`src/kvts_pkg.sv`:
```
// Shared types and constants for the keyframe vector track sampler.
`default_nettype none
package kvts_pkg;
	localparam int MaxKeysDefault = 64;
	localparam int CountW = 7;
	localparam int TimeW = 24;
	localparam int ValW = 32;
	localparam int FracW = 16;
	localparam int SegW = 6;

	// Commands from the controller to the datapath.
	typedef struct packed {
		logic load_key;
		logic rd_first;
		logic rd_last;
		logic rd_seg;
		logic rd_next;
		logic lat_first;
		logic lat_last;
		logic lat_cur;
		logic lat_next;
		logic clamp_t;
		logic step_up;
		logic step_dn;
		logic div_start;
		logic rd_lo;
		logic rd_hi;
		logic lat_lo;
		logic lat_hi;
		logic mul_start;
		logic emit;
		logic emit_single;
		logic set_before;
	} kvts_cmd_t;

	// Status from the datapath to the controller.
	typedef struct packed {
		logic single;
		logic before_first;
		logic t_ge_cur;
		logic can_up;
		logic want_up;
		logic can_dn;
		logic want_dn;
		logic div_done;
		logic mul_done;
	} kvts_sts_t;
endpackage
`default_nettype wire

```
`src/kvts_ctrl.sv`:
```
// Controller state machine of the track sampler.
`default_nettype none
module kvts_ctrl (
	input  wire logic              clk,
	input  wire logic              arst_n,
	input  wire logic              start,
	input  wire logic              mode,
	output logic                   busy,
	output kvts_pkg::kvts_cmd_t    cmd,
	input  wire kvts_pkg::kvts_sts_t sts
);
	typedef enum logic [13:0] {
		S_IDLE   = 14'b00000000000001,
		S_RDFL   = 14'b00000000000010,
		S_RDSEG  = 14'b00000000000100,
		S_LATFL  = 14'b00000000001000,
		S_CLAMP  = 14'b00000000010000,
		S_LATCUR = 14'b00000000100000,
		S_DECIDE = 14'b00000001000000,
		S_RDNX   = 14'b00000010000000,
		S_CHECK  = 14'b00000100000000,
		S_DIV    = 14'b00001000000000,
		S_RDV    = 14'b00010000000000,
		S_LATV   = 14'b00100000000000,
		S_MUL    = 14'b01000000000000,
		S_SINGLE = 14'b10000000000000
	} state_t;

	state_t state_q, state_d;
	logic up_q, up_d;

	// Next state and commands.
	always_comb begin
		state_d = state_q;
		up_d = up_q;
		cmd = '0;
		case (state_q)
			S_IDLE: begin
				if (start) begin
					if (!mode) begin
						cmd.load_key = 1'b1;
					end else begin
						cmd.rd_first = 1'b1;
						state_d = S_RDFL;
					end
				end
			end
			S_RDFL: begin
				cmd.lat_first = 1'b1;
				cmd.rd_last = 1'b1;
				state_d = S_RDSEG;
			end
			S_RDSEG: begin
				cmd.lat_last = 1'b1;
				cmd.rd_seg = 1'b1;
				state_d = S_LATFL;
			end
			S_LATFL: begin
				if (sts.single) begin
					cmd.rd_lo = 1'b1;
					state_d = S_SINGLE;
				end else begin
					cmd.clamp_t = 1'b1;
					state_d = S_CLAMP;
				end
			end
			S_SINGLE: begin
				cmd.lat_lo = 1'b1;
				state_d = S_MUL;
				up_d = 1'b1;
			end
			S_CLAMP: begin
				cmd.lat_cur = 1'b1;
				state_d = S_LATCUR;
			end
			S_LATCUR: begin
				if (sts.before_first) begin
					cmd.set_before = 1'b1;
					cmd.rd_lo = 1'b1;
					state_d = S_RDV;
				end else begin
					up_d = sts.t_ge_cur;
					cmd.rd_next = 1'b1;
					state_d = S_DECIDE;
				end
			end
			S_DECIDE: begin
				// The key time read last cycle arrives; latch it.
				cmd.lat_next = 1'b1;
				state_d = S_CHECK;
			end
			S_CHECK: begin
				if (up_q && sts.can_up && sts.want_up) begin
					cmd.step_up = 1'b1;
					state_d = S_RDNX;
				end else if (!up_q && sts.can_dn && sts.want_dn) begin
					cmd.step_dn = 1'b1;
					state_d = S_RDNX;
				end else begin
					cmd.div_start = 1'b1;
					state_d = S_DIV;
				end
			end
			S_RDNX: begin
				// An up step needs the new next key, a down step the new current key.
				if (up_q) begin
					cmd.rd_next = 1'b1;
				end else begin
					cmd.rd_seg = 1'b1;
				end
				state_d = S_DECIDE;
			end
			S_DIV: begin
				if (sts.div_done) begin
					cmd.rd_lo = 1'b1;
					state_d = S_RDV;
				end
			end
			S_RDV: begin
				cmd.lat_lo = 1'b1;
				cmd.rd_hi = 1'b1;
				state_d = S_LATV;
			end
			S_LATV: begin
				cmd.lat_hi = 1'b1;
				cmd.mul_start = 1'b1;
				up_d = 1'b0;
				state_d = S_MUL;
			end
			S_MUL: begin
				if (up_q) begin
					cmd.emit = 1'b1;
					cmd.emit_single = 1'b1;
					state_d = S_IDLE;
				end else if (sts.mul_done) begin
					cmd.emit = 1'b1;
					state_d = S_IDLE;
				end
			end
			default: state_d = S_IDLE;
		endcase
	end

	assign busy = (state_q != S_IDLE);

	// State registers.
	always_ff @(posedge clk or negedge arst_n) begin
		if (!arst_n) begin
			state_q <= S_IDLE;
			up_q <= 1'b0;
		end else begin
			state_q <= state_d;
			up_q <= up_d;
		end
	end
endmodule
`default_nettype wire

```
`config.mk`:
```
export PLATFORM = sky130hd
export DESIGN_NAME = kvts_ctrl
export DESIGN_NICKNAME = d
export VERILOG_FILES = /design/src/kvts_pkg.sv /design/src/kvts_ctrl.sv
export SDC_FILE = /design/constraint.sdc
export NUM_CORES = 1
export LEC_CHECK = 0
export BUFFER_PORTS_ARGS = -buffer_cell sky130_fd_sc_hd__buf_2
export CAP_MARGIN = 20
export CORE_ASPECT_RATIO = 0.7
export CORE_MARGIN = 1.5
export CORE_UTILIZATION = 49
export CTS_CLUSTER_SIZE = 10
export DETAILED_ROUTE_END_ITERATION = 8
export PLACE_DENSITY = 0.78
export REMOVE_ABC_BUFFERS = 1
export SETUP_SLACK_MARGIN = 0.15
export SLEW_MARGIN = 5
export SYNTH_ARGS = -nofsm -noshare
export SYNTH_HDL_FRONTEND = slang
export SYNTH_SLANG_ARGS = --single-unit
```
`constraint.sdc`:
```
create_clock -name clk -period 2.6 [get_ports clk]
set_input_delay 0.52 -clock clk [delete_from_list [all_inputs] [get_ports clk]]
set_output_delay 0.52 -clock clk [all_outputs]
set_load 0.02 [all_outputs]
```
# Word level (Yosys, flattened, before mapping)
# Cells that the tools add are included.
[word_totals]
regBits = 15
latchBits = 0
mem_bits_rw = 0
romBits = 0
inputBits = 13
out_inout_bits = 22
word_cells = 75
mem_count = 0
[classes]
addsub = 0
n_mul = 0
n_div = 0
magnitude_cmp = 0
eq_ne = 20
shift = 0
n_mux = 43
bitwise_logic = 0
reduce_logical = 10
[ops]
columns = ["operator", "n"]
rows = [
  ["14-bit case mux with 13 select lines", 1],
  ["14-bit two-way mux", 6],
  ["1-bit two-way mux", 23],
  ["10-bit two-way mux", 2],
  ["14-bit by 1-bit == test with 1-bit output, second input constant", 1],
  ["14-bit by 10-bit == test with 1-bit output, second input constant", 1],
  ["14-bit by 11-bit == test with 1-bit output, second input constant", 1],
  ["14-bit by 12-bit == test with 1-bit output, second input constant", 1],
  ["14-bit by 13-bit == test with 1-bit output, second input constant", 1],
  ["14-bit == test, second input constant", 1],
  ["14-bit by 2-bit == test with 1-bit output, second input constant", 1],
  ["14-bit by 3-bit == test with 1-bit output, second input constant", 1],
  ["14-bit by 4-bit == test with 1-bit output, second input constant", 1],
  ["14-bit by 5-bit == test with 1-bit output, second input constant", 1],
  ["14-bit by 6-bit == test with 1-bit output, second input constant", 1],
  ["14-bit by 7-bit == test with 1-bit output, second input constant", 1],
  ["14-bit by 8-bit == test with 1-bit output, second input constant", 1],
  ["14-bit by 9-bit == test with 1-bit output, second input constant", 1],
  ["14-bit by 1-bit != test with 1-bit output, second input constant", 1],
  ["11-bit two-way mux", 1],
  ["2-bit two-way mux", 5],
  ["2-bit != test, second input constant", 4],
  ["1-bit case mux with 3 select lines", 2],
  ["1-bit logical AND", 4],
  ["8 further kinds", 10],
]

# Longest topological paths before layout
# Gate-level depths: netlist of the first run.
[depth]
word_depth = 6
depth_mapped = 6
depth_no_buf = 5

# Worst setup path after synthesis of the first run
# No wires, ideal clock.
[synth_path]
path_type = "reg-to-output"
from = "register state_q[1]"
to = "output cmd[4] in the netlist's numbering"
arrival_ns = 1.860
t_required_ns = 2.080
slack_ns = 0.220
stages_incl_launch_ff = 5
n_path_buf = 1
path_cell_list = "dfrtp_1 -> nor4_4 -> nand4_1 -> nor3b_1 -> buf_4"
[synth_rtl]
columns = ["item", "line_no", "rtl"]
rows = [
  ["from (decl)", "kvts_ctrl.sv:29", "state_t state_q, state_d;"],
  ["from (signal assigned)", "kvts_ctrl.sv:152", "state_q <= state_d;"],
  ["to (decl)", "kvts_ctrl.sv:9", "output kvts_pkg::kvts_cmd_t cmd,"],
]

==> flow_summary.json, run 1 <==
{
  "outcome": "complete, but fails checks",
  "violations": "setup timing",
  "placed_area_um2": 1246,
  "fp.dieH_um": 41.98,
  "cts_made_buffers": 3,
  "num_antenna_cells": 0,
  "clk_pin_slew_worst_paths_ps": 90,
  "layout_common_cells": "buf_4, buf_2, buf_6",
  "drive_gt1_frac": 0.6129,
  "rsz0062_at_grt": "true",
  "fmax_mhz": 374.4,
  "port_buffers": 34,
  "dieWidth_um": 58.69,
  "final_cells": 208,
  "final_nets": 200,
  "wl_met2_um": 2081,
  "drt-met1-wl_um": 1783,
  "antenna_found_initial": 0,
  "via_per_inst": 6.697,
  "ys_seq_area_frac": 0.3541,
  "synthCells": 120,
  "maxCapViolCount": 0,
  "cp.arrival_ps": 2150,
  "period_share": 1.027,
  "ys_ff_latch": 15,
  "drc": 0,
  "synth_edf_count": 0,
  "met3WireLength_um": 723,
  "area_growth_pct": 64.00,
  "dieArea_um2": 2464,
  "synth_warnings": 0,
  "design_area_um2": 1744,
  "finalCriticalPeriod_ps": 2671,
  "num_rows": 13,
  "setup_viol": 10,
  "reg2reg_depth": 14,
  "ant_nets": 0,
  "coreArea_um2": 1952,
  "syn_area_um2": 1064,
  "grt_max_degree": 16,
  "globalRouteOverflowTotal": 0,
  "ctsLongestPathBuffers": 2,
  "maxSlewHeadroom": 0.5099,
  "cp_max_fo": 10,
  "vias": 1393,
  "hold_class": "input port to async pin",
  "wl_per_cell_um": 23.73,
  "drt-initial-drc-count": 207,
  "hold_violations": 0,
  "crit_type": "flip-flop to output pin",
  "leakagePower_nw": 0.8035,
  "end_kind": "output pin",
  "cts_tree": "yes",
  "gp_congestion": 0.9315,
  "cts_hold_buf": 0,
  "drv_slew": 0,
  "routed.top_layer": "met4",
  "placedCellCount": 173,
  "htree_levels": 1,
  "start_util": 0.5449,
  "syn_area_per_cell_um2": 8.863,
  "final_core_util": 0.8936,
  "tightest_slew_ps": 716.6,
  "ys_types": 40,
  "ir_drop_v": 0.0003923,
  "globalRouteTotalUtil": 0.3437,
  "final_common_cell": "buf_4",
  "cts.sinks": 15,
  "wl_um": 4936,
  "required_ps": 2080,
  "io_pins": 35,
  "hpwl_um": 2157,
  "worst_skew_pair.late_latency_ps": 310,
  "cts-root-buf": "clkbuf_4",
  "place_ws_ps": 202.5,
  "firstDrtPassIters": 4,
  "setup_ws_ps": -70.76,
  "tns_ps": -313.3,
  "async_flop_share": 1.000,
  "skew_ps": 3.267,
  "start_kind": "flip-flop",
  "synth_ff_type": "dfrtp_1",
  "grt_pass1_wl_um": 6203,
  "grt_pass1_vias": 1179,
  "p_per_area_nw_per_um2": 579.4
}
[cell type report]
cell class / instances / area (um2)
clock buffers: 4 / 26.28
fillers: 79 / 207.7
inverters: 5 / 18.77
multi-input cells: 95 / 782.0
flip-flops and latches: 15 / 386.6
well taps: 22 / 27.53
repair buffers: 67 / 503.0
[path summary, 6_finish.rpt]
path,slack [ps],endpoint,from
setup / recovery,-70,cmd[7],state_q[12]$_DFFE_PN0P_
hold / removal,110,state_q[5]$_DFFE_PN0P_,arst_n
max in group asynchronous,2200,state_q[0]$_DFFE_PN1P_,arst_n
hold reg to reg,660,state_q[11]$_DFFE_PN0P_,state_q[11]$_DFFE_PN0P_
setup reg to reg,50,state_q[2]$_DFFE_PN0P_,state_q[4]$_DFFE_PN0P_
min in group clk,440,state_q[4]$_DFFE_PN0P_,sts[8]
[logic make-up after synthesis]
group                  count (synthesis)  synth area share
AO/OA/AOI/OAI                         15            0.1047
XOR/XNOR                               3           0.02471
buffers and inverters                 10           0.04588
flip-flops                            15            0.3541
multiplexers                           1          0.009412
AND/OR/NAND/NOR                       76            0.4612
[through the flow]
stage	hold WS [ps]	power, mW
5_1_grt	121.5	1.032
3_5_place_dp	448.4	0.5455
2_1_floorplan	224.4	0.4679
6_report	105.5	1.011
4_1_cts	133.3	0.8475
3_3_place_gp	449.9	0.5368
[cells in the mapped netlist, types with 2 or more instances]
library cell / count / share of area
or2_2: 2 / 0.012
nand4_1: 4 / 0.024
and2_1: 2 / 0.012
dfrtp_1: 14 / 0.33
nor4b_1: 2 / 0.016
nor4_4: 3 / 0.060
nor3b_1: 8 / 0.056
nor3_1: 4 / 0.019
nand3_1: 4 / 0.019
buf_2: 2 / 0.0094
nor2b_1: 3 / 0.018
o21ai_0: 2 / 0.0094
a21o_1: 2 / 0.014
nor2_1: 17 / 0.060
nor4_1: 4 / 0.024
buf_4: 2 / 0.014
nand2b_1: 5 / 0.029
inv_1: 5 / 0.018
o22ai_1: 2 / 0.012
nand2_2: 2 / 0.012
o21bai_1: 2 / 0.014
xor2_1: 3 / 0.025
or4_4: 2 / 0.021
nand2_1: 8 / 0.028
[power breakdown]
part | internal [mW] | total, mW | switching (mW)
clock | 0.0601 | 0.144 | 0.0837
sequential | 0.256 | 0.285 | 0.0288
combinational | 0.259 | 0.581 | 0.323
[timing repair]
action                                  4_1_cts  5_1_grt
gates resized for setup                      24       46
buffers inserted                             19       12
pin swaps                                    11       11
endpoints found under the setup margin       14       21
[routing by layer]
metal,vias to the layer above,global-route usage
met4,0,0.1091
met1,641,0.4410
met2,143,0.5528
met3,41,0.1049
met5,-,0
li1,568,-
[flip-flops by register name, indices dropped and copies added, names as in the netlist]
signal,flops
up_q,1
state_q,14
[critical path, stage by stage, from the launching register on]
cell and delay [ps]:
dfrtp_2 470, nor3_4 370, nand2_4 180, nor4_4 400, a41o_1 190, or2_4 130
buf_6 100
(Power assumes the default switching activity.)
==> run 2: changes to the inputs <==
- ABC_AREA: unset -> 1
- CORE_UTILIZATION: 49 -> 50
- PLACE_DENSITY: 0.78 -> 0.79
==> run 2 against run 1 <==
Effect of this change:
- the run now ends clean
- combinational power down 19%
- core utilization down 22 points
- clock skew down 1.3 ps
- non-clock buffer count down 32
- hold slack about the same
- critical path depth up 1
- register-to-register slack better by 970 ps
- sequential share of layout area up 6.3 points
- final cell count up 4.3%
==> flow_summary.json, run 2 <==
{
  "outcome": "complete, no violations",
  "drc": 0,
  "fillers": 180,
  "design_area_um2": 1323,
  "synth.most_common_cell": "nand2_1",
  "clk_pin_slew_worst_paths_ps": 90,
  "area_growth_pct": 21.77,
  "fp.dieH_um": 42.00,
  "placed_area_um2": 1269,
  "final_nets": 209,
  "antenna_found_initial": 0,
  "final_common_cell": "buf_2",
  "hold_violations": 0,
  "netlist.area_leader.share": 0.3226,
  "crit_path_cell_trace": "nor2_2 -> nand2_1 -> nor2_4 -> nand2_1 -> or2_2 -> o21ai_0 -> buf_2",
  "maxCapViolCount": 0,
  "syn_area_um2": 1086,
  "p_comb_frac": 0.513,
  "r2r-start": "state_q[5]$_DFFE_PN0P_",
  "cts_made_buffers": 3,
  "port_buffers": 34,
  "firstDrtPassIters": 4,
  "synth_warnings": 0,
  "worst_path_largest_cell_delay_ps": 400,
  "dieWidth_um": 58.71,
  "ys_ff_latch": 15,
  "drt-initial-drc-count": 66,
  "synth_top_cells_by_count": "nand2_1, nor2_1, inv_1, dfrtp_1, nand3_1",
  "ir_drop_v": 0.0003490,
  "synth_ff_type": "dfrtp_1",
  "clock_power_share": 0.156,
  "wl_per_cell_um": 12.11,
  "drv_slew": 0,
  "internal_power_uw": 482.9,
  "synth_edf_count": 0,
  "required_ps": 2080,
  "tightest_slew_ps": 341.2,
  "largest_reg_flops": 14,
  "reg2reg_setup_slack_ps": 1020,
  "ys_top_cells_by_area": "dfrtp_1, nand2_1, nor2_1",
  "final_core_util": 0.6776,
  "start_util": 0.5564,
  "setup_viol": 0,
  "cts-root-buf": "clkbuf_4",
  "rsz0062_at_grt": "false",
  "cp.arrival_ps": 1800,
  "reg2reg_depth": 8,
  "cp_common_cell": "nand2_1",
  "maxSlewHeadroom": 0.7725,
  "async_flop_share": 1.000,
  "htree_levels": 1,
  "syn_area_per_cell_um2": 6.874,
  "place_ws_ps": 567.1,
  "worst_skew_pair.late_latency_ps": 300,
  "hpwl_um": 2126,
  "ant_nets": 0,
  "ys_seq_area_frac": 0.3468,
  "tns_ps": 0,
  "reg_top3": "state_q x14, up_q x1",
  "grt_pass1_vias": 979,
  "skew_ps": 1.945,
  "regMostFlops": "state_q",
  "via_per_inst": 5.106,
  "leakagePower_nw": 0.8511,
  "grt_pass1_wl_um": 4464,
  "power_switching_share": 0.4725,
  "coreArea_um2": 1952,
  "cp-startpoint": "state_q[11]$_DFFE_PN0P_",
  "placedCellCount": 212,
  "globalRouteTotalUtil": 0.2418,
  "cp_slowest_cell": "dfrtp_1",
  "num_antenna_cells": 0,
  "start_kind": "flip-flop",
  "crit_type": "flip-flop to output pin",
  "gp_congestion": 0.9182,
  "cts_tree": "yes",
  "final_cells": 217,
  "period_share": 0.8927,
  "p_seq_frac": 0.331,
  "wl_um": 2628,
  "ctsLongestPathBuffers": 2,
  "globalRouteOverflowTotal": 0,
  "num_rows": 13,
  "finalCriticalPeriod_ps": 2321,
  "dieArea_um2": 2465,
  "drive_gt1_frac": 0.3282,
  "layout_common_cells": "buf_2, nand2_1, nor2_1",
  "worstReg2RegEnd": "up_q$_DFFE_PN0P_",
  "end_kind": "output pin",
  "fmax_mhz": 430.8,
  "p_per_area_nw_per_um2": 692.2,
  "io_pins": 35,
  "cp_max_fo": 5,
  "vias": 1108,
  "cts.sinks": 15,
  "p_sw_uw": 432.6,
  "ys_types": 22,
  "yosys.area.top_type": "dfrtp_1",
  "hold_class": "input port to async pin",
  "grt_max_degree": 16,
  "setup_ws_ps": 279.0,
  "synthCells": 158
}
## run 2: cell types whose count changed after synthesis, moves of 5 or more
cell | previous run | this run
o21ai_0 | 2 | 8
inv_1 | 5 | 27
nor3b_1 | 8 | 0
nand3_1 | 4 | 12
nor2_1 | 17 | 30
nand2_1 | 8 | 32
nand2b_1 | 5 | 0
nor2_2 | 0 | 6
## run 2: per-stage QoR
step | total power [mW] | hold WS (ps)
final | 0.9155 | 105.6
after global routing | 0.9871 | 120.3
after CTS | 0.8960 | 113.3
after detailed placement | 0.7535 | 444.8
after global placement | 0.7447 | 446.3
after floorplan | 0.6527 | 224.4
## run 2: worst max-delay path: cells and delay by family (launching register included)
kind                   cells  cell delay (ps)
buffers and inverters      1              190
AND/OR/NAND/NOR            5              830
AO/OA/AOI/OAI              1               80
flip-flops                 1              400
## run 2: power groups by stage
stage          Sequential, mW  Combinational, mW  Clock (mW)
6_report                0.303              0.470       0.142
4_1_cts                 0.296              0.455       0.145
3_5_place_dp            0.301              0.453           0
3_3_place_gp            0.300              0.445           0
5_1_grt                 0.307              0.521       0.159
2_1_floorplan           0.295              0.358           0
## run 2: logic make-up after synthesis
group | count (synthesis) | share of synthesized area
buffers and inverters | 29 | 0.1071
flip-flops | 15 | 0.3468
AND/OR/NAND/NOR | 103 | 0.4920
AO/OA/AOI/OAI | 11 | 0.05414
## run 2: final cells by class
cell class              count  area [um2]  area share
repair buffers             35       177.7      0.1343
multi-input cells         114       613.1      0.4636
flip-flops and latches     15       376.6      0.2848
clock buffers               4       26.28     0.01987
well taps                  22       27.53     0.02081
inverters                  27       101.3     0.07663
## run 2: routing by layer
layer / vias up / track usage / routed length (um) / share of wire
met2: 39 / 0.3528 / 1151 / 0.44
met5: - / 0 / 0 / 0
met1: 503 / 0.3508 / 1275 / 0.49
met3: 4 / 0.06790 / 173 / 0.066
li1: 562 / - / - / -
met4: 0 / 0.06364 / 28 / 0.011
## run 2: worst max-delay path by stage
| stage | slack [ps] | end |
|---|---|---|
| 2_1_floorplan | 390 | cmd[15] |
| 3_3_place_gp | 600 | cmd[16] |
| 3_5_place_dp | 570 | cmd[16] |
| 4_1_cts | 240 | cmd[16] |
| 5_1_grt | 160 | cmd[7] |
| 6_report | 280 | cmd[16] |
## run 2: repair_timing
action,in CTS,in global routing
hold buffers,0,0
setup endpoints to repair,0,2
gates resized for setup,0,5
setup buffers,0,1
==> run 3: changes to the inputs <==
- SETUP_SLACK_MARGIN: 0.15 -> 0.3
==> run 3 against run 2 <==
Effect of this change:
- setup slack better by 25 ps
- hold slack got worse by 6.2 ps
- first-iteration DRC count rose by 20%
- combinational power increased by 16%
- sequential cell count did not move
- sequential share of layout area decreased by 2.6 points
- final cell count is 5.1% higher
- non-clock buffer count grew 11
==> flow_summary.json, run 3 (synthesis results as in run 2) <==
{
  "final_nets": 220,
  "finalCriticalPeriod_ps": 2297,
  "cp.arrival_ps": 1780,
  "grt_max_degree": 16,
  "clock_power_share": 0.146,
  "leakagePower_nw": 0.9109,
  "dieWidth_um": 58.71,
  "num_rows": 13,
  "firstDrtPassIters": 4,
  "htree_levels": 1,
  "num_antenna_cells": 0,
  "cp_slowest_cell": "dfrtp_1",
  "maxCapViolCount": 0,
  "cts_hold_buf": 0,
  "p_sw_uw": 460.3,
  "reg_top3": "state_q x14, up_q x1",
  "cts-root-buf": "clkbuf_4",
  "drt-initial-drc-count": 79,
  "start_util": 0.5564,
  "rsz0062_at_grt": "true",
  "crit_type": "flip-flop to output pin",
  "p_seq_frac": 0.305,
  "tns_ps": 0,
  "regMostFlops": "state_q",
  "worst_path_largest_cell_delay_ps": 430,
  "p_total_uw": 994.4,
  "drive_gt1_frac": 0.3981,
  "cts.sinks": 15,
  "internal_power_uw": 534.1,
  "grt_pass1_wl_um": 4567,
  "worst_skew_pair.late_latency_ps": 310,
  "fp.dieH_um": 42.00,
  "reg2reg_setup_slack_ps": 1010,
  "setup_viol": 0,
  "via_per_inst": 5.281,
  "required_ps": 2080,
  "reg2reg_depth": 9,
  "hold_class": "input port to async pin",
  "layout_common_cells": "nand2_1, buf_2, inv_1, nor2_1, buf_4",
  "setup_ws_ps": 303.5,
  "clk_pin_slew_worst_paths_ps": 100,
  "area_growth_pct": 33.99,
  "cp-startpoint": "state_q[10]$_DFFE_PN0P_",
  "drc": 0,
  "crit_path_end": "cmd[16]",
  "antenna_found_initial": 0,
  "end_kind": "output pin",
  "cp_max_fo": 5,
  "ir_drop_v": 0.0003837,
  "ctsLongestPathBuffers": 2,
  "vias": 1204,
  "start_kind": "flip-flop",
  "p_per_area_nw_per_um2": 683.4,
  "tightest_slew_ps": 347.9,
  "largest_reg_flops": 14,
  "wl_per_cell_um": 13.51,
  "hpwl_um": 2126,
  "ant_nets": 0,
  "p_comb_frac": 0.549,
  "port_buffers": 34,
  "outcome": "complete, no violations",
  "dieArea_um2": 2465,
  "skew_ps": 7.450,
  "period_share": 0.8833,
  "worstReg2RegEnd": "state_q[1]$_DFFE_PN0P_",
  "grt_pass1_vias": 1024,
  "gp_congestion": 0.9182,
  "crit_path_cell_trace": "nor2_4 -> nand2_2 -> nor2_4 -> nand2_2 -> or2_2 -> o21ai_1 -> buf_4",
  "power_switching_share": 0.4629,
  "fmax_mhz": 435.4,
  "maxSlewHeadroom": 0.7681,
  "place_ws_ps": 567.1,
  "cts_tree": "yes",
  "r2r-start": "state_q[7]$_DFFE_PN0P_",
  "globalRouteOverflowTotal": 0,
  "hold_violations": 0,
  "wl_um": 3080,
  "coreArea_um2": 1952,
  "globalRouteTotalUtil": 0.2495,
  "final_core_util": 0.7455,
  "cts_made_buffers": 3,
  "final_cells": 228,
  "io_pins": 35,
  "placedCellCount": 212,
  "drv_slew": 0
}
run 3: final cells by class:
class                      count  area, um2
sequential                    15      376.6
inverter                      27      101.3
fill                         156      496.7
clock buffer                   4      26.28
tap                           22      27.53
multi-input combinational    114      650.6
timing repair buffer          46      272.8
run 3: metal layers:
| metal | global-route usage | up-vias | share of wire |
|---|---|---|---|
| met4 | 0.05909 | 0 | 0.016 |
| met5 | 0 | - | 0 |
| met2 | 0.3640 | 46 | 0.46 |
| met1 | 0.3547 | 570 | 0.44 |
| li1 | - | 582 | - |
| met3 | 0.08642 | 6 | 0.077 |
run 3: timing repair:
item	CTS	global route
buffers inserted	4	8
pin swaps	1	7
setup endpoints to repair	2	9
resized for setup	7	16
run 3: how the worst min path moves through the flow:
| stage | start | endpoint | slack (ps) | depth (start not counted) |
|---|---|---|---|---|
| CTS | arst_n | state_q[9]$_DFFE_PN0P_ | 110 | 1 |
| finish | arst_n | state_q[9]$_DFFE_PN0P_ | 100 | 1 |
| floorplan | arst_n | state_q[10]$_DFFE_PN0P_ | 220 | 0 |
| detailed placement | arst_n | state_q[11]$_DFFE_PN0P_ | 440 | 1 |
| global placement | arst_n | state_q[10]$_DFFE_PN0P_ | 450 | 1 |
| global route | arst_n | up_q$_DFFE_PN0P_ | 120 | 1 |
run 3: critical path: cells and delay by family (launching register included):
kind | cells | cell delay, ps
AOI/OAI and AO/OA | 1 | 90
and+or+nand+nor | 5 | 800
buffers and inverters | 1 | 160
DFF | 1 | 430
run 3: metrics by stage:
step	hold slack (ps)	cell area, um2
detailed placement	444.8	1269
floorplan	224.4	1071
finish	99.42	1455
global placement	446.3	1269
global route	122.1	1455
CTS	113.3	1353
run 3: power groups by stage:
stage | Sequential [mW] | Clock [mW] | Combinational [mW]
CTS | 0.301 | 0.145 | 0.488
global placement | 0.300 | 0 | 0.445
global route | 0.306 | 0.160 | 0.597
floorplan | 0.295 | 0 | 0.358
finish | 0.303 | 0.145 | 0.546
detailed placement | 0.301 | 0 | 0.453
